### config.mk
export PLATFORM = sky130hd
export DESIGN_NAME = bm3_pos
export DESIGN_NICKNAME = d
export VERILOG_FILES = /design/src/hw/rtl/bm3_pkg.sv /design/src/hw/rtl/bm3_pos.sv
export SDC_FILE = /design/constraint.sdc
export NUM_CORES = 1
export LEC_CHECK = 0
export ABC_AREA = 1
export BUFFER_PORTS_ARGS = -buffer_cell sky130_fd_sc_hd__buf_2
export CORE_ASPECT_RATIO = 0.7
export CORE_MARGIN = 8
export CORE_UTILIZATION = 44
export CTS_BUF_LIST = sky130_fd_sc_hd__clkbuf_16
export DETAILED_ROUTE_END_ITERATION = 16
export PLACE_DENSITY = 0.61
export SETUP_SLACK_MARGIN = 0.05
export SYNTH_ARGS = -nofsm -noshare
export SYNTH_HDL_FRONTEND = slang
export SYNTH_SLANG_ARGS = --single-unit
### constraint.sdc
create_clock -name clk -period 7.85 [get_ports clk]
set_input_delay 1.57 -clock clk [delete_from_list [all_inputs] [get_ports clk]]
set_output_delay 1.57 -clock clk [all_outputs]
set_load 0.01 [all_outputs]
### src/hw/rtl/bm3_pkg.sv
// Package for the 3x3 binary morphology block.
// Holds the sizes, the register map, and the transaction and status structs.
// It has no dependencies.
package bm3_pkg;

    localparam int MAX_LINE = 1024;
    localparam int COL_W    = $clog2(MAX_LINE);
    localparam int LEN_W    = $clog2(MAX_LINE + 1);
    localparam int ROW_W    = 16;
    localparam int PIX_W    = 8;
    localparam int CFG_LEN_W = 11;
    localparam int ADDR_W   = 4;
    localparam int DATA_W   = 32;

    localparam logic [1:0] REG_MODE  = 2'd0;
    localparam logic [1:0] REG_LEN   = 2'd1;
    localparam logic [1:0] REG_COUNT = 2'd2;

    localparam logic                 MODE_ERODE  = 1'b0;
    localparam logic                 MODE_DILATE = 1'b1;
    localparam logic [CFG_LEN_W-1:0] LEN_RESET   = CFG_LEN_W'(1024);
    localparam logic [ROW_W-1:0]     COUNT_RESET = ROW_W'(1024);

    typedef struct packed {
        logic [PIX_W-1:0] pixel;
        logic             frame_start;
    } pix_t;

    typedef struct packed {
        logic [PIX_W-1:0] value;
        logic             last;
    } res_t;

    typedef struct packed {
        logic [PIX_W-1:0] above;
        logic [PIX_W-1:0] above2;
    } entry_t;

    typedef struct packed {
        logic [COL_W-1:0] col;
        logic             emit;
        logic             last;
    } pos_t;

endpackage

### src/hw/rtl/bm3_pos.sv
// Column and row tracking for the incoming pixel stream.
// Gives the position of the current pixel and whether it completes a window.
// Depends on bm3_pkg.
module bm3_pos
    import bm3_pkg::*;
(
    input  logic             clk,
    input  logic             rst_n,
    input  logic             accept,
    input  logic             frame_start,
    input  logic [LEN_W-1:0] width,
    input  logic [ROW_W-1:0] height,
    output pos_t             pos
);

    logic [COL_W-1:0] col_reg;
    logic [COL_W-1:0] col_next;
    logic [ROW_W-1:0] row_reg;
    logic [ROW_W-1:0] row_next;
    logic [LEN_W-1:0] c0;
    logic [COL_W-1:0] c1;
    logic [ROW_W-1:0] r0;
    logic [ROW_W:0]   r1;
    logic [ROW_W-1:0] r2;
    logic [LEN_W-1:0] cn;
    logic [ROW_W:0]   rn;

    always_comb
    begin
        c0 = frame_start ? '0 : LEN_W'(col_reg);
        r0 = frame_start ? '0 : row_reg;
        if (c0 >= width)
        begin
            c1 = '0;
            r1 = {1'b0, r0} + 1'b1;
        end
        else
        begin
            c1 = c0[COL_W-1:0];
            r1 = {1'b0, r0};
        end
        r2 = (r1 >= {1'b0, height}) ? '0 : r1[ROW_W-1:0];

        cn = LEN_W'(c1) + 1'b1;
        rn = {1'b0, r2} + 1'b1;
        if (cn >= width)
        begin
            col_next = '0;
            row_next = (rn >= {1'b0, height}) ? '0 : rn[ROW_W-1:0];
        end
        else
        begin
            col_next = cn[COL_W-1:0];
            row_next = r2;
        end
    end

    always_ff @(posedge clk or negedge rst_n)
    begin
        if (!rst_n)
        begin
            col_reg <= '0;
            row_reg <= '0;
        end
        else if (accept)
        begin
            col_reg <= col_next;
            row_reg <= row_next;
        end
    end

    assign pos.col  = c1;
    assign pos.emit = (r2 >= ROW_W'(2)) && (c1 >= COL_W'(2));
    assign pos.last = (r2 == height - 1'b1) && (LEN_W'(c1) == width - 1'b1);

endmodule

* After elaboration in Yosys (flattened, before gate mapping) *
Cells that the tools add are included.
Widths: inputs -> output; s select.

word-level totals
  register bits after elaboration = 26
  logic and storage cells = 25

operators by class
  order comparisons = 6
  muxes and demuxes = 8
  equality and inequality tests = 2
  reductions and logical operators = 2
  add/sub/neg operators = 5

operator list
  operator               count
  $mux 16                4
  $add 16x1->17 const B  2
  $ge 17x16->1           2
  $mux 10                3
  $mux 17                1
  $eq 16x16->1           1
  $ge 16x2->1 const B    1
  $sub 16x1->16 const B  1
  $add 10x1->11 const B  1
  $eq 10x11->1           1
  $ge 10x11->1           1
  $ge 11x11->1           1
  $sub 11x1->11 const B  1
  $ge 10x2->1 const B    1
  $logic_and 1x1->1      2

* Depth between registers and ports, before layout *
  depth in word-level cells = 9
  gate-level depth with buffers = 50

* Worst setup path before layout *
OpenSTA, ideal clock, no wires.

  path type = input-to-output
  start = in frame_start
  end = out pos[0] (netlist bit)
  stages = 38
  required time = 6280 ps
  slack = 620 ps
  arrival = 5660 ps
  path buffers = 5
  cell sequence = buf_6 > buf_8 > buf_2 > nor2_1 > ha_1 > nand2_1 > inv_1 > nand2_1 > nor2_2 > nand2_2 > nand4_2 > buf_6 > buf_6 > o21ai_2 > inv_2 > ha_1 > nand2_1 > nor2_1 > (+2 left out) > nand2_1 > nand2_1 > nand2_1 > nand2_1 > nand2_1 > nand2_4 > nor2_2 > ha_1 > o211ai_1 > a21oi_1 > o21ai_0 > nor2_1 > nand2_1 > nor2_1 > nand2_1 > nor2_1 > nand3_1 > nor2_1

RTL lines
  element             RTL line       text
  start: declaration  bm3_pos.sv:10  input logic frame_start,
  end: declaration    bm3_pos.sv:13  output pos_t pos

==> metrics.md <==
| Metric | Value |
|---|---|
| Filler Cell Count | between 1000 and 1500 |
| Max FFs per register | 16 |
| Nets | approximately 1000 |
| Post-synth cell types | 47 |
| Final Util | ~50% |
| Critical Path RT | 6.28 ns |
| Kind of critical path | input pin to output pin |
| Unrepaired setup endpoints after global routing | no |
| Cell count after synthesis | 863 |
| GRT overflow | 0 |
| Port Buf Inserts | 42 |
| Detailed placer's ending HPWL | approximately 15000 µm |
| Sink Count | 26 |
| First-pass GRT wire length | 27700 µm |
| DRT Wirelength | around 17000 µm |
| Tmin final | between 7 and 8 ns |
| Synth warnings | 0 |
| Int Power | approximately 0.00029 W |
| Area of the mapped netlist | 5290 µm² |
| Crit path buf inv count | 6 |
| Async set or reset register ratio after synthesis | 100% |
| Arrival time worst endpoint | ~6 ns |
| Final Power | roughly 0.00049 W |
| Vias in the first global route | between 4000 and 5000 |
| Vias per Instance | ~5.2 |
| Placed Instance Area | ~5700 µm² |
| Htree depth | 1 |
| CTS root buf | clkbuf_16 |
| GR Util All Layers | ~22% |
| M1 WL | 9330 µm |
| TritonCTS clock tree | done |
| Clock Path Buffers | 2 |
| Power share of the clock group | a little under a quarter |
| # IOs | 43 |
| Post-route DRC | 0 |
| Register area | about 650 µm² |
| Maximum VDD drop | just over 0.00008 V |
| GPL Wtd Cong | 0.980 |
| DR vias | 5632 |
| Ys flop type | dfrtp_1 |
| Setup-failing EPs final | 0 |
| Lkg Pwr | ~3.3 nW |
| Sequential share of power | a little under a third |
| Fin. max-slew vios | 0 |
| Crit path top cell by count | nand2_1 |
| Clk Latency, worst-skew pair | around 0.27 ns |
| Gate power share | a little under half |
| Worst Tran Pin Value | just under 0.7 ns |
| Area of the multi-input gates | around 4000 µm² |
| Post-synthesis sequential area ratio | approximately an eighth |
| MaxCap Viol Count | 0 |
| Post-Syn Area per Cell | between 6 and 7 µm² |
| Yosys reg bits | 26 |
| Antenna cells | 0 |
| Detailed Route Iter0 Violations | 650 |
| Total CTS buffers | 3 |
| Routed wl met3 | roughly 1700 µm |
| Core area | 11700 µm² |
| Top sig layer | met4 |
| Outcome | finished clean |
| Crit-path max FO | 13 |
| Worst min path class | flip-flop to flip-flop |
| Syn nets | 955 |
| CTS clk-pin slew, worst paths | roughly 0.060 ns |
| Switch Pwr | 0.000200 W |
| Ratio of cells with drive above 1 in the final layout | approximately a fifth |
| Vert. Die Dim | 108 µm |
| Area growth from synthesis to layout | 14.1% |
| Final ANT Viol Nets | 0 |
| Slowest cell on the critical path | ha_1 |
| Sw frac | 41.1% |
| Hold Vio Cnt, Final | 0 |
| Std-Cell Rows | 33 |
| Pwr dens | 80.4 nW/µm² |
| Die Wd | approximately 150 µm |
| Relative slew slack | 54.9% |
| Final Cell Area | 6040 µm² |
| Crit path max-delay family | simple AND/OR/NAND/NOR gates |
| Post-synth EDFFs | 0 |
| Max Clock Freq | between 0.1 and 0.15 GHz |
| Met2 WL | about 6300 µm |
| Final worst-path cycle share | 95.5% |
| Largest net degree at the start of global routing | 36 |
| Starting Density | between 40% and 50% |
| Antenna violations before repair | 0 |
| DR pass1 iterations | 5 |
| Die ar. | around 16000 µm² |
| Hold_buf cts | 0 |
| Setup crit start kind | input pin |
| Routed length per placed instance | around 16 µm |
| Critical Path End Type | output pin |
| Skew final | roughly 0.0034 ns |
| CP max stage delay | approximately 0.29 ns |
## worst register-to-register path: cells and delay by family (launching register included)
family	cells	cell delay [ns]
AOI/OAI and AO/OA	7	1.14
DFF	1	0.36
and+or+nand+nor	24	2.69
buffers and inverters	6	0.71
xor gates and xnor gates	1	0.17
adders and majority gates	4	1.15
## final cells by class
| cell class | count | area share (%) |
|---|---|---|
| multi-input combinational | 665 | 66.9 |
| sequential | 26 | 10.8 |
| inverter | 155 | 9.75 |
| timing repair buffer | 74 | 8.12 |
| tap | 157 | 3.25 |
| clock buffer | 3 | 1.24 |
## metrics by stage
step | TNS (ns) | setup slack [ns] | instances | hold slack (ns)
2_1_floorplan | 0 | 0.620 | 863 | 0.453
3_3_place_gp | -0.0534 | -0.0534 | 1063 | 0.478
3_5_place_dp | -0.0776 | -0.0776 | 1063 | 0.483
4_1_cts | 0 | 0.0876 | 1066 | 0.500
5_1_grt | 0 | 0.0834 | 1080 | 0.540
6_report | 0 | 0.351 | 1080 | 0.494
## cell usage in the layout, fill, tap and decap left out, types with 8 or more instances in the layout
cell     Yosys  routed
nand2_1    207     206
o22ai_1     12      12
nand2_2     12      13
xnor2_1      9       9
dfrtp_1     26      26
buf_4        1      29
a21oi_1     29      28
o21ai_0     27      26
inv_2       14      13
nand4_1     30      30
ha_1        61      59
nor2_2      15      20
buf_2        3      41
nor2_1     111     102
nor3_1       8       8
inv_1      138     138
nand3_1     47      47
nor2_4      14      18
xor2_1      37      37
## path summary, 6_finish.rpt
check | to | cells past startpoint | from | slack (ns)
worst max-delay path | pos[0] | 37 | frame_start | 0.35
worst min-delay path | col_reg[0] | 2 | col_reg[0] | 0.49
worst max register to register | row_reg[8] | 42 | col_reg[2] | 1.56
worst min register to register | col_reg[0] | 2 | col_reg[0] | 0.49
max in group asynchronous | col_reg[1] | 1 | rst_n | 6.13
min in group asynchronous | col_reg[7] | 1 | rst_n | 1.31
## power groups by stage
stage,sequential (W),clock (W),combinational [W]
after floorplan,0.000149,0,0.000145
after global placement,0.000152,0,0.000210
after detailed placement,0.000152,0,0.000209
after CTS,0.000149,0.000119,0.000211
after global routing,0.000150,0.000125,0.000246
final,0.000150,0.000115,0.000221
## Yosys cell counts, drive strengths merged, types with 2 or more instances
library cell / instances / area, µm²
nand2: 220 / 863
inv: 153 / 577
nor2: 141 / 688
ha: 61 / 763
nand3: 53 / 318
xor2: 37 / 324
o21ai: 35 / 194
nand4: 34 / 246
a21oi: 29 / 145
dfrtp: 26 / 651
buf: 12 / 109
o22ai: 12 / 75.1
nor3: 9 / 56.3
xnor2: 9 / 78.8
clkbuf: 5 / 18.8
nor4: 4 / 25.0
a31oi: 3 / 18.8
and2: 3 / 18.8
a21o: 2 / 15.0
and3: 2 / 12.5
clkinv: 2 / 10.0
nand3b: 2 / 15.0
o2111ai: 2 / 17.5
or2: 2 / 12.5
## repair_timing
action                                  CTS  global route
gates resized for setup                   6            24
endpoints found under the setup margin    1             9
setup buffers                             0            13
pin swaps                                 1             8
cloned                                    0             1
## kinds of logic after synthesis
kind of cell,count (synthesis),share of synthesized area (%)
AOI/OAI and AO/OA,88,9.57
xor gates and xnor gates,46,7.61
adders and majority gates,61,14.4
buffers and inverters,172,13.5
DFF,26,12.3
and+or+nand+nor,470,42.6
## per-layer routing
layer	up-vias	GRT usage (%)
li1	2886	-
met1	2512	37.1
met2	230	27.0
met3	4	4.28
met4	0	1.74
met5	-	0
No activity file was read; power rests on OpenSTA's default activity.
