[src/hw/rtl/bm3_pkg.sv]
// Package for the 3x3 binary morphology block.
// Holds the sizes, the register map, and the transaction and status structs.
// It has no dependencies.
package bm3_pkg;

    localparam int MAX_LINE = 1024;
    localparam int COL_W    = $clog2(MAX_LINE);
    localparam int LEN_W    = $clog2(MAX_LINE + 1);
    localparam int ROW_W    = 16;
    localparam int PIX_W    = 8;
    localparam int CFG_LEN_W = 11;
    localparam int ADDR_W   = 4;
    localparam int DATA_W   = 32;

    localparam logic [1:0] REG_MODE  = 2'd0;
    localparam logic [1:0] REG_LEN   = 2'd1;
    localparam logic [1:0] REG_COUNT = 2'd2;

    localparam logic                 MODE_ERODE  = 1'b0;
    localparam logic                 MODE_DILATE = 1'b1;
    localparam logic [CFG_LEN_W-1:0] LEN_RESET   = CFG_LEN_W'(1024);
    localparam logic [ROW_W-1:0]     COUNT_RESET = ROW_W'(1024);

    typedef struct packed {
        logic [PIX_W-1:0] pixel;
        logic             frame_start;
    } pix_t;

    typedef struct packed {
        logic [PIX_W-1:0] value;
        logic             last;
    } res_t;

    typedef struct packed {
        logic [PIX_W-1:0] above;
        logic [PIX_W-1:0] above2;
    } entry_t;

    typedef struct packed {
        logic [COL_W-1:0] col;
        logic             emit;
        logic             last;
    } pos_t;

endpackage

[src/hw/rtl/bm3_regs.sv]
// Configuration registers of the morphology block behind an APB-style port.
// Provides the operation mode and the clamped row length and row count.
// Depends on bm3_pkg.
module bm3_regs
    import bm3_pkg::*;
(
    input  logic              clk,
    input  logic              rst_n,
    input  logic              psel,
    input  logic              penable,
    input  logic              pwrite,
    input  logic [ADDR_W-1:0] paddr,
    input  logic [DATA_W-1:0] pwdata,
    output logic [DATA_W-1:0] prdata,
    output logic              pready,
    output logic              mode,
    output logic [LEN_W-1:0]  width,
    output logic [ROW_W-1:0]  height
);

    logic                 mode_reg;
    logic [CFG_LEN_W-1:0] len_reg;
    logic [ROW_W-1:0]     count_reg;
    logic                 wr_en;
    logic [1:0]           index;
    int unsigned          width_val;

    assign pready = 1'b1;
    assign index  = paddr[3:2];
    assign wr_en  = psel && penable && pwrite && pready;

    always_ff @(posedge clk or negedge rst_n)
    begin
        if (!rst_n)
        begin
            mode_reg  <= MODE_ERODE;
            len_reg   <= LEN_RESET;
            count_reg <= COUNT_RESET;
        end
        else if (wr_en)
        begin
            case (index)
                REG_MODE:  mode_reg  <= pwdata[0];
                REG_LEN:   len_reg   <= pwdata[CFG_LEN_W-1:0];
                REG_COUNT: count_reg <= pwdata[ROW_W-1:0];
                default:   ;
            endcase
        end
    end

    always_comb
    begin
        case (index)
            REG_MODE:  prdata = DATA_W'(mode_reg);
            REG_LEN:   prdata = DATA_W'(len_reg);
            REG_COUNT: prdata = DATA_W'(count_reg);
            default:   prdata = '0;
        endcase
    end

    always_comb
    begin
        width_val = 32'(len_reg);
        if (width_val < 3)
        begin
            width_val = 3;
        end
        else if (width_val > MAX_LINE)
        begin
            width_val = MAX_LINE;
        end
    end

    assign mode   = mode_reg;
    assign width  = LEN_W'(width_val);
    assign height = (count_reg < ROW_W'(3)) ? ROW_W'(3) : count_reg;

endmodule

[config.mk]
export PLATFORM = sky130hd
export DESIGN_NAME = bm3_regs
export DESIGN_NICKNAME = d
export VERILOG_FILES = /design/src/hw/rtl/bm3_pkg.sv /design/src/hw/rtl/bm3_regs.sv
export SDC_FILE = /design/constraint.sdc
export NUM_CORES = 1
export LEC_CHECK = 0
export ABC_CLOCK_PERIOD_IN_PS = 1750
export BUFFER_PORTS_ARGS = -buffer_cell sky130_fd_sc_hd__buf_2
export CAP_MARGIN = 40
export CORE_AREA = 4 4 85 87
export CTS_CLUSTER_SIZE = 25
export DETAILED_ROUTE_END_ITERATION = 10
export DIE_AREA = 0 0 89 91
export PLACE_DENSITY_LB_ADDON = 0.2
export SLEW_MARGIN = 20
export SYNTH_ARGS = -nofsm -noshare
export SYNTH_HDL_FRONTEND = slang
export SYNTH_SLANG_ARGS = --single-unit
[constraint.sdc]
create_clock -name clk -period 1.75 [get_ports clk]
set_input_delay 0.0875 -clock clk [delete_from_list [all_inputs] [get_ports clk]]
set_output_delay 0.0875 -clock clk [all_outputs]
set_load 0.1 [all_outputs]
* Word level (Yosys, flattened, before mapping) *
Index checks and enable logic that the tools add are counted.
Widths: inputs -> output; s select.

cells by class
  order comparisons = 3
  eq/ne operators = 2
  muxes and demuxes = 4
  reduce and logical (&&, ||, !) cells = 6

operators with widths
  operator              count
  $pmux 16 s3           1
  $mux 11               2
  $lt 16x2->1 const B   1
  $mux 16               1
  $gt 11x11->1 const B  1
  $lt 11x2->1 const B   1
  $reduce_and 2->1      3
  $eq 2x1->1 const B    1
  $eq 2x2->1 const B    1
  $logic_and 1x1->1     2
  $logic_not 2->1       1

word-level totals
  flip-flop bits (word level) = 28
  input bits = 41
  output and inout port bits = 61
  word-level logic and storage cells = 18

* Depth between registers and ports, before layout *
  depth in word-level cells = 3
  gate-level depth with buffers = 5
  mapped depth without buffers = 3

* Worst setup path after synthesis *
OpenSTA, ideal clock, no wires.

  kind = reg2out
  from = reg mode_reg (netlist: mode)
  to = out prdata[0]
  arrival time = 3.197 ns
  data required time = 1.662 ns
  slack = -1.534 ns
  cell stages (with the launch flop) = 3
  buffers on the path = 0
  cell sequence = dfrtp_1 -> mux2i_1 -> o21ai_0

between the ends
  longest elaborated chain between the ends = 1

RTL lines
  element                   line            source
  start: declaration        bm3_regs.sv:21  logic mode_reg;
  start signal: assignment  bm3_regs.sv:43  REG_MODE: mode_reg <= pwdata[0];
  $pmux 16 s3               bm3_regs.sv:53  case (index)
  end: declaration          bm3_regs.sv:14  output logic [DATA_W-1:0] prdata,

No other way between the ends.

* Worst setup path in the final report *
  from = reg count_reg[2]
  to = out height[1]

between the ends
  longest elaborated chain between the ends = 2

RTL lines
  element                   line            source
  start: declaration        bm3_regs.sv:23  logic [ROW_W-1:0] count_reg;
  start signal: assignment  bm3_regs.sv:45  REG_COUNT: count_reg <= pwdata[ROW_W-1:0];
  $lt 16x2->1               bm3_regs.sv:76  assign height = (count_reg < ROW_W'(3)) ? ROW_W'(3) : count_reg;
  $mux 16                   bm3_regs.sv:76
  end: declaration          bm3_regs.sv:18  output logic [ROW_W-1:0] height

No other way between the ends.

==> results.sh <==
export IMPL_synth_edff_count=0
export IMPL_path_class="flip-flop to output port"
export IMPL_grt_pass1_wl_mm=6.82
export IMPL_ioPinCount=102
export IMPL_max_cap_violations=0
export IMPL_wire_per_inst_um=15.7
export IMPL_synth_async_reset_ratio_pct=100
export IMPL_synth_mux_area_share_pct=20.8
export IMPL_yosysWarnings=0
export IMPL_root_buffer="clkbuf_8"
export IMPL_drt_iter0_drc=27
export IMPL_drive_above_1_share_pct=63.3
export IMPL_cts_sinks=28
export IMPL_n_fill_cell=628
export IMPL_synth_most_common_cell="mux2_2"
export IMPL_drt_wl_total_mm=4.28
export IMPL_synth_compound_area_share_pct=6.55
export IMPL_p_per_area_mw_per_mm2=1690
export IMPL_drc=0
export IMPL_required_ns=1.66
export IMPL_yosysTopAreaCellShare_pct=41.6
export IMPL_first_pass_iters=4
export IMPL_synth_top_family_by_area="multiplexers"
export IMPL_synth_simple_area_share_pct=13.2
export IMPL_nNetsFinal=238
export IMPL_die_h_um=91
export IMPL_fin_crit_ns=1.65
export IMPL_fin_cells=273
export IMPL_post_route_period_util_pct=94.2
export IMPL_largest_reg_flops=16
export IMPL_synth_cell_types=24
export IMPL_syn_area_per_cell_um2=11.1
export IMPL_syn_to_final_growth_pct=49.2
export IMPL_maxSlewViolCount=0
export IMPL_synth_area_top_cells="dfrtp_1 42%, mux2_2 20%, buf_4 8.6%, a22o_1 5.6%, clkbuf_1 4.1%"
export IMPL_htree_levels=1
export IMPL_routabilityCongestion=0.686
export IMPL_synth_ff_latch_count=28
export IMPL_cp_end_kind="output port"
export IMPL_p_leak_uw=0.00107
export IMPL_antenna_found_initial=0
export IMPL_io_buffers=66
export IMPL_relSlewSlack_pct=56.7
export IMPL_antennaDiodeCount=0
export IMPL_num_rows=29
export IMPL_min_path_type="input port to flip-flop"
export IMPL_synthTopCellsByCount="28 x mux2_2, 26 x dfrtp_1, 18 x buf_4, 17 x clkbuf_1, 10 x a22o_1"
export IMPL_worstPathMaxFanout=4
export IMPL_fmax_mhz=607
export IMPL_die_area_mm2=0.00810
export IMPL_vias=1143
export IMPL_synth_area_mm2=0.00157
export IMPL_start_kind="flip-flop"
export IMPL_place_inst=266
export IMPL_cts_tree="built"
export IMPL_peakVddDrop_mv=0.947
export IMPL_grt_pass1_vias=1242
export IMPL_hold_ws_ns=0.0418
export IMPL_synth_fa_ha_area_share_pct=0
export IMPL_rsz0062_at_grt="true"
export IMPL_grtUsageTotal_pct=10.7
export IMPL_grt_remaining_overflow=0
export IMPL_hpwl_mm=3.22
export IMPL_clockBufferDepth=2
export IMPL_status="finished clean"
export IMPL_initial_utilization_pct=24.7
export IMPL_ant_nets=0
export IMPL_hold_violations=0
export IMPL_coreArea_mm2=0.00635
export IMPL_tightest_slew_ns=0.650
export IMPL_yosys_area_top_type="dfrtp_1"
export IMPL_synthCells=141
export IMPL_finalSetupViolations=0
export IMPL_crit_arrival_ns=1.56
export IMPL_viasPerCell=4.19
export IMPL_grt_max_degree=29
export IMPL_die_w_um=89
export IMPL_clk_latency_ns=0.27
export IMPL_synth_xor_area_share_pct=0
export IMPL_synth_seq_area_share_pct=44.9
export IMPL_finClkSkew_ns=0
export IMPL_clk_pin_slew_ns=0.10
export IMPL_cts_buffers=3
export IMPL_synth_main_ff_cell="dfrtp_1"
-- worst max-delay path, stage by stage (launching register included) --
cell,delay (ns)
dfrtp_2,0.45
nor4_4,0.31
nand4_1,0.17
nand2b_1,0.16
buf_12,0.19
-- report_power, final --
part | leakage (uW) | switching, uW | internal, uW
combinational | 0.000706 | 1910 | 613
sequential | 0.000337 | 217 | 808
clock | 0.0000288 | 201 | 201
-- cells in the final DEF (no fill, tap or decap) --
cell type      Yosys  layout
buf_2              2      46
mux2_2            28      28
dfrtp_1           26      24
buf_12             0      20
conb_1             2      17
a22o_1            10      10
buf_4             18       7
nor2b_1            9       6
and2_1             5       5
nor4_4             0       4
clkbuf_8           0       4
nor2b_2            0       3
nor2_2             0       2
nand2b_1           2       2
dfstp_2            2       2
dfrtp_2            0       2
and2b_1            1       1
mux2i_1            1       1
nand2_1            1       1
o21ai_2            0       1
a21oi_1            2       1
a21oi_2            0       1
nor2_1             3       1
nor4_2             0       1
nand4_1            1       1
nand3_2            1       1
nor3b_2            1       1
nor3b_4            1       1
nor3_1             1       1
dlygate4sd3_1      0       1
-- layer usage --
layer | wire, um | part of all wire, % | track usage (%) | vias to the layer above
met2 | 1870 | 44 | 15.7 | 58
met4 | 17 | 0.40 | 2.23 | 0
met3 | 469 | 11 | 3.53 | 2
met5 | 0 | 0 | 0 | -
met1 | 1920 | 45 | 15.5 | 536
li1 | - | - | - | 547
-- layout make-up --
| cell class | count | area [um^2] | area share (%) |
|---|---|---|---|
| Multi-Input combinational cell | 90 | 785 | 33.6 |
| Sequential cell | 28 | 706 | 30.2 |
| Timing Repair Buffer | 74 | 693 | 29.7 |
| Clock buffer | 4 | 55.1 | 2.36 |
| Tap cell | 77 | 96.3 | 4.13 |
-- path summary, 6_finish.rpt --
kind | startpoint | endpoint | slack (ns) | depth (start not counted)
worst max-delay path | count_reg[2]$_DFFE_PN0P_ | height[1] | 0.10 | 4
worst min-delay path | pwdata[15] | count_reg[15]$_DFFE_PN0P_ | 0.04 | 2
worst max register to register | len_reg[10]$_DFFE_PN1P_ | len_reg[10]$_DFFE_PN1P_ | 0.77 | 1
worst min register to register | count_reg[1]$_DFFE_PN0P_ | count_reg[1]$_DFFE_PN0P_ | 0.53 | 1
max in group asynchronous | rst_n | count_reg[2]$_DFFE_PN0P_ | 0.93 | 2
min in group asynchronous | rst_n | count_reg[4]$_DFFE_PN0P_ | 0.36 | 2
-- through the flow --
stage	utilization (%)	TNS [ns]	setup WS (ns)	instance area, um^2	total power (uW)
floorplan	-	-1.31	-0.294	1640	2950
global placement	34.4	0	0.237	2180	3480
detailed placement	34.4	0	0.227	2180	3480
CTS	35.7	0	0.00182	2270	3920
global route	36.8	-0.0386	-0.0210	2330	4120
finish	36.8	0	0.102	2330	3950
-- kinds of logic (layout without fill, tap and decap cells) --
| family | after synthesis | after routing |
|---|---|---|
| buf+inv | 38 | 78 |
| simple gates | 31 | 31 |
| mux | 29 | 29 |
| flops | 28 | 28 |
| compound gates | 13 | 13 |
| other cells | 2 | 17 |
-- what timing repair did --
action	in CTS	in global routing
pin swaps	0	2
hold buffers	1	0
resized for setup	3	9
hold endpoints to repair	26	0
buffers inserted	0	2
endpoints found under the setup margin	2	4
(Power assumes the default switching activity.)
