--- config.mk ---
export PLATFORM = sky130hd
export DESIGN_NAME = bm3_window
export DESIGN_NICKNAME = d
export VERILOG_FILES = /design/src/hw/rtl/bm3_pkg.sv /design/src/hw/rtl/bm3_window.sv
export SDC_FILE = /design/constraint.sdc
export NUM_CORES = 1
export LEC_CHECK = 0
export BUFFER_PORTS_ARGS = -buffer_cell sky130_fd_sc_hd__buf_2
export CAP_MARGIN = 20
export CORE_ASPECT_RATIO = 0.9
export CORE_MARGIN = 1
export CORE_UTILIZATION = 55
export CTS_CLUSTER_SIZE = 12
export DETAILED_ROUTE_END_ITERATION = 16
export GPL_TIMING_DRIVEN = 1
export HOLD_SLACK_MARGIN = 0.03
export PLACE_DENSITY_LB_ADDON = 0.3
export SETUP_SLACK_MARGIN = 0.4
export SLEW_MARGIN = 15
export SYNTH_ARGS = -nofsm -noshare
export SYNTH_HDL_FRONTEND = slang
export SYNTH_SLANG_ARGS = --single-unit
--- constraint.sdc ---
create_clock -name clk -period 1.8 [get_ports clk]
set_clock_uncertainty 0.1 [all_clocks]
set_input_delay 0.09 -clock clk [delete_from_list [all_inputs] [get_ports clk]]
set_output_delay 0.09 -clock clk [all_outputs]
set_load 0.005 [all_outputs]
--- src/hw/rtl/bm3_pkg.sv ---
// Package for the 3x3 binary morphology block.
// Holds the sizes, the register map, and the transaction and status structs.
// It has no dependencies.
package bm3_pkg;

    localparam int MAX_LINE = 1024;
    localparam int COL_W    = $clog2(MAX_LINE);
    localparam int LEN_W    = $clog2(MAX_LINE + 1);
    localparam int ROW_W    = 16;
    localparam int PIX_W    = 8;
    localparam int CFG_LEN_W = 11;
    localparam int ADDR_W   = 4;
    localparam int DATA_W   = 32;

    localparam logic [1:0] REG_MODE  = 2'd0;
    localparam logic [1:0] REG_LEN   = 2'd1;
    localparam logic [1:0] REG_COUNT = 2'd2;

    localparam logic                 MODE_ERODE  = 1'b0;
    localparam logic                 MODE_DILATE = 1'b1;
    localparam logic [CFG_LEN_W-1:0] LEN_RESET   = CFG_LEN_W'(1024);
    localparam logic [ROW_W-1:0]     COUNT_RESET = ROW_W'(1024);

    typedef struct packed {
        logic [PIX_W-1:0] pixel;
        logic             frame_start;
    } pix_t;

    typedef struct packed {
        logic [PIX_W-1:0] value;
        logic             last;
    } res_t;

    typedef struct packed {
        logic [PIX_W-1:0] above;
        logic [PIX_W-1:0] above2;
    } entry_t;

    typedef struct packed {
        logic [COL_W-1:0] col;
        logic             emit;
        logic             last;
    } pos_t;

endpackage

--- src/hw/rtl/bm3_window.sv ---
// Sliding 3x3 window, the AND/OR reduction and the result output register.
// Shifts in one column per consumed pixel and registers the result transaction.
// Depends on bm3_pkg.
module bm3_window
    import bm3_pkg::*;
(
    input  logic             clk,
    input  logic             rst_n,
    input  logic             mode,
    input  logic             consume,
    input  logic             emit,
    input  logic             last,
    input  logic [PIX_W-1:0] top,
    input  logic [PIX_W-1:0] mid,
    input  logic [PIX_W-1:0] bot,
    output logic             take,
    output logic             res_valid,
    input  logic             res_stall,
    output res_t             res_data
);

    logic [PIX_W-1:0] col0_reg [3];
    logic [PIX_W-1:0] col1_reg [3];
    logic [PIX_W-1:0] and_val;
    logic [PIX_W-1:0] or_val;
    logic             res_valid_reg;
    logic             res_valid_next;
    res_t             res_data_reg;
    logic             load;

    always_comb
    begin
        and_val = top & mid & bot;
        or_val  = top | mid | bot;
        for (int k = 0; k < 3; k++)
        begin
            and_val = and_val & col0_reg[k] & col1_reg[k];
            or_val  = or_val | col0_reg[k] | col1_reg[k];
        end
    end

    assign take = !emit || !res_valid_reg || !res_stall;
    assign load = consume && emit;

    always_comb
    begin
        if (load)
        begin
            res_valid_next = 1'b1;
        end
        else if (res_stall)
        begin
            res_valid_next = res_valid_reg;
        end
        else
        begin
            res_valid_next = 1'b0;
        end
    end

    always_ff @(posedge clk or negedge rst_n)
    begin
        if (!rst_n)
        begin
            res_valid_reg <= 1'b0;
            for (int k = 0; k < 3; k++)
            begin
                col0_reg[k] <= '0;
                col1_reg[k] <= '0;
            end
        end
        else
        begin
            res_valid_reg <= res_valid_next;
            if (consume)
            begin
                col0_reg    <= col1_reg;
                col1_reg[0] <= top;
                col1_reg[1] <= mid;
                col1_reg[2] <= bot;
            end
        end
    end

    always_ff @(posedge clk)
    begin
        if (load)
        begin
            res_data_reg.value <= (mode == MODE_DILATE) ? or_val : and_val;
            res_data_reg.last  <= last;
        end
    end

    assign res_valid = res_valid_reg;
    assign res_data  = res_data_reg;

endmodule

# Yosys cells after proc, flatten, opt, wreduce, memory -nomap -nowiden
# Cells that the tools add are included.
[word_totals]
ff_bits = 58
inputBits = 31
output_inout_bits = 11
wordCells = 35
[op_classes]
n_eq_ne = 1
n_mux = 3
bitwise_logic = 16
n_reduce_logical = 6
[op_table]
columns = ["operator", "count"]
rows = [
  ["AND 8 bit", 8],
  ["OR 8 bit", 8],
  ["two-way mux 8 bit", 1],
  ["zero test 1 bit", 3],
  ["logical OR 1 bit", 2],
  ["two-way mux 1 bit", 2],
  ["inequality test 2 x 1 -> 1 bit, second input constant", 1],
  ["logical AND 1 bit", 1],
]

# Depth between registers and ports, before layout
# Gate-level depths: netlist (run 1).
[depth]
ltp_word = 9
depth_mapped = 3
depth_no_buf = 3

# Worst setup path before layout (run 1)
# No wires, ideal clock.
[synth_path]
path_type = "register -> register"
start = "register col0_reg[17] (netlist name)"
end = "register res_data_reg, in the netlist res_data[2] (data pin)"
setup_ns = 0.268
t_arrival_ns = 1.244
t_required_ns = 1.432
path_slack_ns = 0.188
path_stages_with_launch = 4
path_buffers = 0
period_less_slack_ns = 1.612
path_cell_list = "dfrtp_1 or4_4 o41ai_2 o31ai_1"
[synth_via]
elab_chain_cells = 7
elab_cells_between_ends = 13
classes_between = "mux (1); bitwise (12)"
[synth_rtl]
columns = ["item", "line_no", "text"]
rows = [
  ["from (decl)", "bm3_window.sv:22", "logic [PIX_W-1:0] col0_reg [3];"],
  ["from (signal assigned)", "bm3_window.sv:77", "col0_reg <= col1_reg;"],
  ["AND 8 bit or OR 8 bit (tied branches) (6 in a row)", "bm3_window.sv:37, bm3_window.sv:38", ""],
  ["two-way mux 8 bit (*)", "bm3_window.sv:89", "res_data_reg.value <= (mode == MODE_DILATE) ? or_val : and_val;"],
  ["to (decl)", "bm3_window.sv:28", "res_t res_data_reg;"],
]
# Every way passes the cells marked *; elsewhere a longest branch is shown, timed or not.
# A chain may end at the register's enable or synchronous reset.

# Worst setup path in the final report (run 1)
[layout_path]
start = "register col0_reg[21] (netlist name)"
end = "register res_data_reg, in the netlist res_data[6] (data pin)"
# The elaborated chain is that of the path after synthesis.

==> results by group, run 1 <==
Outcome
  – Status: complete, no violations

Yosys
  – Top area cells in the synthesized netlist: dfrtp_1, mux2_2, edfxtp_1
  – Seq/Total Area, Yosys: 60.1%
  – Syn Area/Cell: 14.6 sq um
  – Syn Nets: 202
  – Async S/R FF share, synth: 84.5%
  – Share of Yosys cell area claimed by the top area cell type: 49.2%
  – Flops & latches, synth: 58
  – Yosys cell types: 17
  – Area leader, netlist: dfrtp_1
  – Post-synth EDFFs: 9
  – Top FF cell, synth: dfrtp_1
  – Instance count of the mapped netlist: 171
  – Ys Warns: 0
  – Area of the mapped netlist: 2490 sq um

Timing
  – Worst-Margin Slew: 0.546 ns
  – Headroom to the max-slew limit: 63.6%
  – RSZ-0062 raised after global routing: true
  – Hold Violations, Final: 0
  – Fmax: 602 MHz
  – Max-slew violations: 0
  – Fin Setup TNS: 0 ns
  – Minimum clock period: 1.66 ns
  – Final setup fails: 0
  – Period utilisation layout: 92.3%

Cells and area
  – Final nets: 288
  – Proportion of layout cells with a drive suffix above 1: 48.5%
  – Most common cell after layout, fill and taps aside: dfrtp_1
  – Final std cells w/o fill: 322
  – Commonest non-fill, non-tap cells in the layout: dfrtp_1, mux2_2, buf_2
  – Fill cells: 266
  – Area delta synth->final: 33.4%
  – Antenna diodes: 0

Pwr
  – Comb power frac: 13.9%
  – Cell Pwr Density: 924 nW/um^2
  – Sw power: 0.000758 W
  – Internal Power: 0.00231 W
  – Clock network power share: 33.5%
  – Post-route total power: 0.00307 W
  – Lkg Pwr: 1.38 nW
  – Flop pwr share: 52.6%
  – Sw frac: 24.7%
  – Maximum vdd drop: 0.695 mV

Clocking
  – CTS tree: done
  – Worst-path clk slew: 0.06 ns
  – CTS Sinks: 58
  – Clk buf depth: 2
  – Cts bufs inserted: 9
  – H-Tree Depth: 3
  – Clk Latency, worst-skew pair: 0.33 ns
  – CTS Root Cell: clkbuf_8

Placement
  – Post-DP HPWL: 3150 microns
  – Inst Count DP: 270
  – Final RePlAce weighted congestion: 0.720
  – Port Buffers: 41

Worst setup path
  – Crit path arrival time: 1.62 ns
  – CP startpoint kind: flop
  – Critical path class: reg -> reg
  – Worst Setup End Kind: flop
  – WP data required: 1.76 ns
  – Largest fanout on the critical path: 2

Floorplan
  – Die area: 4800 sq um
  – Rows: 22
  – I/O Pins: 42
  – Starting Density: 59.1%
  – Core region area: 4210 sq um
  – Die width: 72.9 microns
  – Die Y: 65.8 microns

Drt
  – Detail Route Antenna Nets: 0
  – TritonRoute pass-1 iters: 4
  – Drt drc: 0
  – Via-to-Cell Ratio: 5.52
  – DR vias: 1,777
  – Post-DR wirelength/cell: 16.1 microns
  – Total routed wirelength: 5180 microns
  – Starting DRT DRC Count: 112

Hold path
  – Worst Hold Class: in -> reg

Global routing
  – Pin count of the biggest net entering global routing: 37
  – Initial antenna violation count: 0
  – Congestion Overflow GR: 0
  – Via count of the first global-routing pass: 1,792
  – Total Routing Usage GR: 23.8%
  – Global-route wire length before repair: 8090 microns

Run
  – Max-capacitance violation count: 0
## synth_stat cells (5+ instances only)
cell type  count
dfrtp_1       49
mux2_2        48
nand4_1       12
edfxtp_1       9
nand2_1        8
nor4_1         8
buf_2          5
nand3_1        5
## layout make-up
class                   instances  area (sq um)  area share, %
clock inverters                 3          15.0          0.452
multi-input cells             107          1000           30.2
clock buffers                  13           159           4.78
repair buffers                 81           573           17.3
well taps                      60          75.1           2.26
flip-flops and latches         58          1500           45.0
## logic make-up (layout without fill, tap and decap cells)
logic type	count (synthesis)	count (layout)	synth area share, %
AOI/OAI and AO/OA	17	17	6.73
buffers and inverters	6	97	1.16
DFF	58	58	60.1
muxes	48	48	21.7
and+or+nand+nor	42	42	10.3
## per-stage QoR
step	util [%]	setup WS (ns)	area (sq um)	hold slack, ns
final	78.9	0.138	3320	0.0584
after global routing	78.9	0.0765	3320	0.0496
after CTS	76.9	0.167	3240	0.0424
after detailed placement	65.8	0.171	2770	-0.0543
after global placement	65.8	0.237	2770	-0.0718
after floorplan	-	0.262	2490	-0.306
## worst paths after layout
| check | from | end | slack, ns | depth (start not counted) |
|---|---|---|---|---|
| setup / recovery | col0_reg[21]$_DFFE_PN0P_ | res_data[6]$_DFFE_PP_ | 0.14 | 3 |
| hold / removal | mid[6] | res_data[7]$_DFFE_PP_ | 0.06 | 3 |
| setup reg to reg | col0_reg[21]$_DFFE_PN0P_ | res_data[6]$_DFFE_PP_ | 0.14 | 3 |
| hold reg to reg | res_valid$_DFFE_PN0P_ | res_valid$_DFFE_PN0P_ | 0.40 | 1 |
| max in group asynchronous | rst_n | col1_reg[16]$_DFFE_PN0P_ | 0.85 | 3 |
| min in group asynchronous | rst_n | col0_reg[20]$_DFFE_PN0P_ | 0.13 | 2 |
## critical path, stage by stage, from the launching register on
cell	delay [ns]
dfrtp_1	0.38
or4_4	0.56
o41ai_4	0.24
o31ai_1	0.12
## routing by layer
layer | vias up | wire length [microns] | global-route usage [%]
li1 | 840 | - | -
met1 | 881 | 2210 | 26.8
met2 | 48 | 2660 | 39.8
met3 | 8 | 236 | 8.99
met4 | 0 | 68 | 11.5
met5 | - | 0 | 0
## power by group through the flow
stage               sequential [W]  combinational, W  clock [W]
floorplan                  0.00160          0.000213          0
global placement           0.00161          0.000307          0
detailed placement         0.00163          0.000327          0
CTS                        0.00160          0.000388    0.00106
global route               0.00163          0.000464    0.00111
finish                     0.00161          0.000427    0.00103
## timing repair
action	4_1_cts	5_1_grt
buffers inserted	3	6
setup endpoints to repair	4	6
resized for setup	0	5
hold buffers	27	0
cloned	0	0
pin swaps	0	3
endpoints found under the hold margin	78	0
Power figures use the tool's default switching activity.
==> run 2, diff against run 1 <==
--- a/config.mk
+++ b/config.mk
@@ -9,7 +9,8 @@
 export CAP_MARGIN = 20
 export CORE_ASPECT_RATIO = 0.9
 export CORE_MARGIN = 1
-export CORE_UTILIZATION = 55
+export CORE_UTILIZATION = 50
+export CTS_CLUSTER_DIAMETER = 100
 export CTS_CLUSTER_SIZE = 12
 export DETAILED_ROUTE_END_ITERATION = 16
 export GPL_TIMING_DRIVEN = 1
==> constraint.sdc (replaced) <==
create_clock -name clk -period 1.5 [get_ports clk]
set_clock_uncertainty 0.1 [all_clocks]
set_input_delay 0.075 -clock clk [delete_from_list [all_inputs] [get_ports clk]]
set_output_delay 0.075 -clock clk [all_outputs]
set_load 0.005 [all_outputs]
==> run 2 against run 1 <==
  * The run now ends with setup timing left
  * Register-to-register slack lost 0.26 ns
  * Maximum frequency grew 2.4%
  * Critical path depth is the same
  * Largest cell class unchanged
  * Clock power grew 11%
  * Combinational power grew 41%
  * Highest routed layer unchanged
==> results by group, run 2 (synthesized netlist as in run 1, its figures left out) <==
Clocking
  – CTS Sinks: 58
  – H-Tree Depth: 3
  – CTS tree: done
  – Clk buf depth: 2
  – CTS Root Cell: clkbuf_8
  – Worst-path clk slew: 0.06 ns
  – Clk Latency, worst-skew pair: 0.33 ns
  – Cts bufs inserted: 9

Drt
  – Starting DRT DRC Count: 105
  – Via-to-Cell Ratio: 5.50
  – TritonRoute pass-1 iters: 4
  – Detail Route Antenna Nets: 0
  – Total routed wirelength: 5800 microns
  – Drt drc: 0
  – DR vias: 1,836
  – Post-DR wirelength/cell: 17.4 microns

Cells and area
  – Most common cell after layout, fill and taps aside: dfrtp_1
  – Final nets: 298
  – Proportion of layout cells with a drive suffix above 1: 49.6%
  – Fill cells: 288
  – Antenna diodes: 0
  – Seq. cell area: 1500 sq um
  – Area delta synth->final: 38.8%
  – Commonest non-fill, non-tap cells in the layout: dfrtp_1, mux2_2, buf_2
  – Footprint of the multi-input gates: 1030 sq um

Global routing
  – Initial antenna violation count: 0
  – Pin count of the biggest net entering global routing: 49
  – Total Routing Usage GR: 23.1%
  – Congestion Overflow GR: 0
  – Global-route wire length before repair: 9050 microns
  – Via count of the first global-routing pass: 1,991

Timing
  – PnR worst setup slack: -0.123 ns
  – Headroom to the max-slew limit: 60.5%
  – Max-slew violations: 0
  – RSZ-0062 raised after global routing: true
  – Worst-Margin Slew: 0.592 ns
  – Final setup fails: 4
  – Fin Setup TNS: -0.443 ns
  – Fmax: 616 MHz
  – Hold Violations, Final: 0
  – Hold slack: 0.0476 ns
  – Minimum clock period: 1.62 ns
  – Period utilisation layout: 108%

Worst setup path
  – R2R cell count: 3
  – CP startpoint kind: flop
  – WP data required: 1.47 ns
  – Setup crit end: res_data[4]$_DFFE_PP_
  – R2r startpoint: col0_reg[11]$_DFFE_PN0P_
  – Reg2reg end: res_data[4]$_DFFE_PP_
  – Crit path arrival time: 1.60 ns
  – R2r setup slk: -0.12 ns
  – Critical path class: reg -> reg
  – Largest fanout on the critical path: 2
  – Crit path launch: col0_reg[11]$_DFFE_PN0P_
  – Worst Setup End Kind: flop

Hold path
  – Worst Hold Class: in -> reg

Placement
  – Final RePlAce weighted congestion: 0.795
  – Post-DP HPWL: 3280 microns
  – Port Buffers: 41

Floorplan
  – Core region area: 4600 sq um
  – Starting Density: 54.1%
  – I/O Pins: 42
  – Die area: 5270 sq um
  – Die width: 76.4 microns
  – Die Y: 68.9 microns
  – Rows: 23

Outcome
  – Failing checks: setup timing
  – Status: finished, violations left

Pwr
  – Post-route total power: 0.00368 W
  – Maximum vdd drop: 0.687 mV
  – Lkg Pwr: 1.44 nW
  – Cell Pwr Density: 1060 nW/um^2

Run
  – Max-capacitance violation count: 0
## run 2: critical path: stages (launching register included)
cell	delay [ns]
dfrtp_1	0.41
or4_4	0.55
o41ai_2	0.20
o31ai_1	0.11
## run 2: cell type report
type / instances / area share [%]
Sequential cell: 58 / 43.3
Timing Repair Buffer: 91 / 20.4
Clock buffer: 16 / 4.34
Multi-Input combinational cell: 107 / 29.8
Tap cell: 62 / 2.24
## run 2: through the flow
stage,utilization (%),worst slack [ns],instances,cell area (sq um)
2_1_floorplan,-,-0.0382,171,2490
3_3_place_gp,62.5,-0.0499,281,2880
3_5_place_dp,62.5,-0.0955,281,2880
4_1_cts,73.6,-0.107,333,3390
5_1_grt,75.1,-0.186,334,3460
6_report,75.1,-0.123,334,3460
## run 2: worst min-delay path by stage
stage	startpoint	to	slack, ns	cells past startpoint
after floorplan	rst_n	col0_reg[0]$_DFFE_PN0P_	-0.32	0
after global placement	rst_n	col1_reg[3]$_DFFE_PN0P_	-0.006	1
after detailed placement	rst_n	col1_reg[3]$_DFFE_PN0P_	0.008	1
after CTS	mid[3]	res_data[4]$_DFFE_PP_	0.03	3
after global routing	bot[1]	res_data[2]$_DFFE_PP_	0.05	3
final	top[1]	res_data[2]$_DFFE_PP_	0.05	3
## run 2: per-layer routing
| layer | routed length (microns) | share of wire [%] | track usage [%] | vias to the layer above |
|---|---|---|---|---|
| met5 | 0 | 0 | 0 | - |
| li1 | - | - | - | 863 |
| met2 | 3190 | 55 | 43.1 | 51 |
| met3 | 280 | 4.8 | 9.08 | 14 |
| met4 | 112 | 1.9 | 8.89 | 0 |
| met1 | 2220 | 38 | 24.1 | 908 |
## run 2: repair_timing
item | 4_1_cts | 5_1_grt
endpoints found under the setup margin | 8 | 10
hold buffers | 29 | 0
buffers inserted | 7 | 1
resized for setup | 3 | 11
pin swaps | 2 | 1
endpoints found under the hold margin | 54 | 0
## run 2: report_power, final
part | switching, W | internal, W | total [W]
Combinational | 0.000232 | 0.000371 | 0.000602
Sequential | 0.000157 | 0.00178 | 0.00194
Clock | 0.000538 | 0.000604 | 0.00114
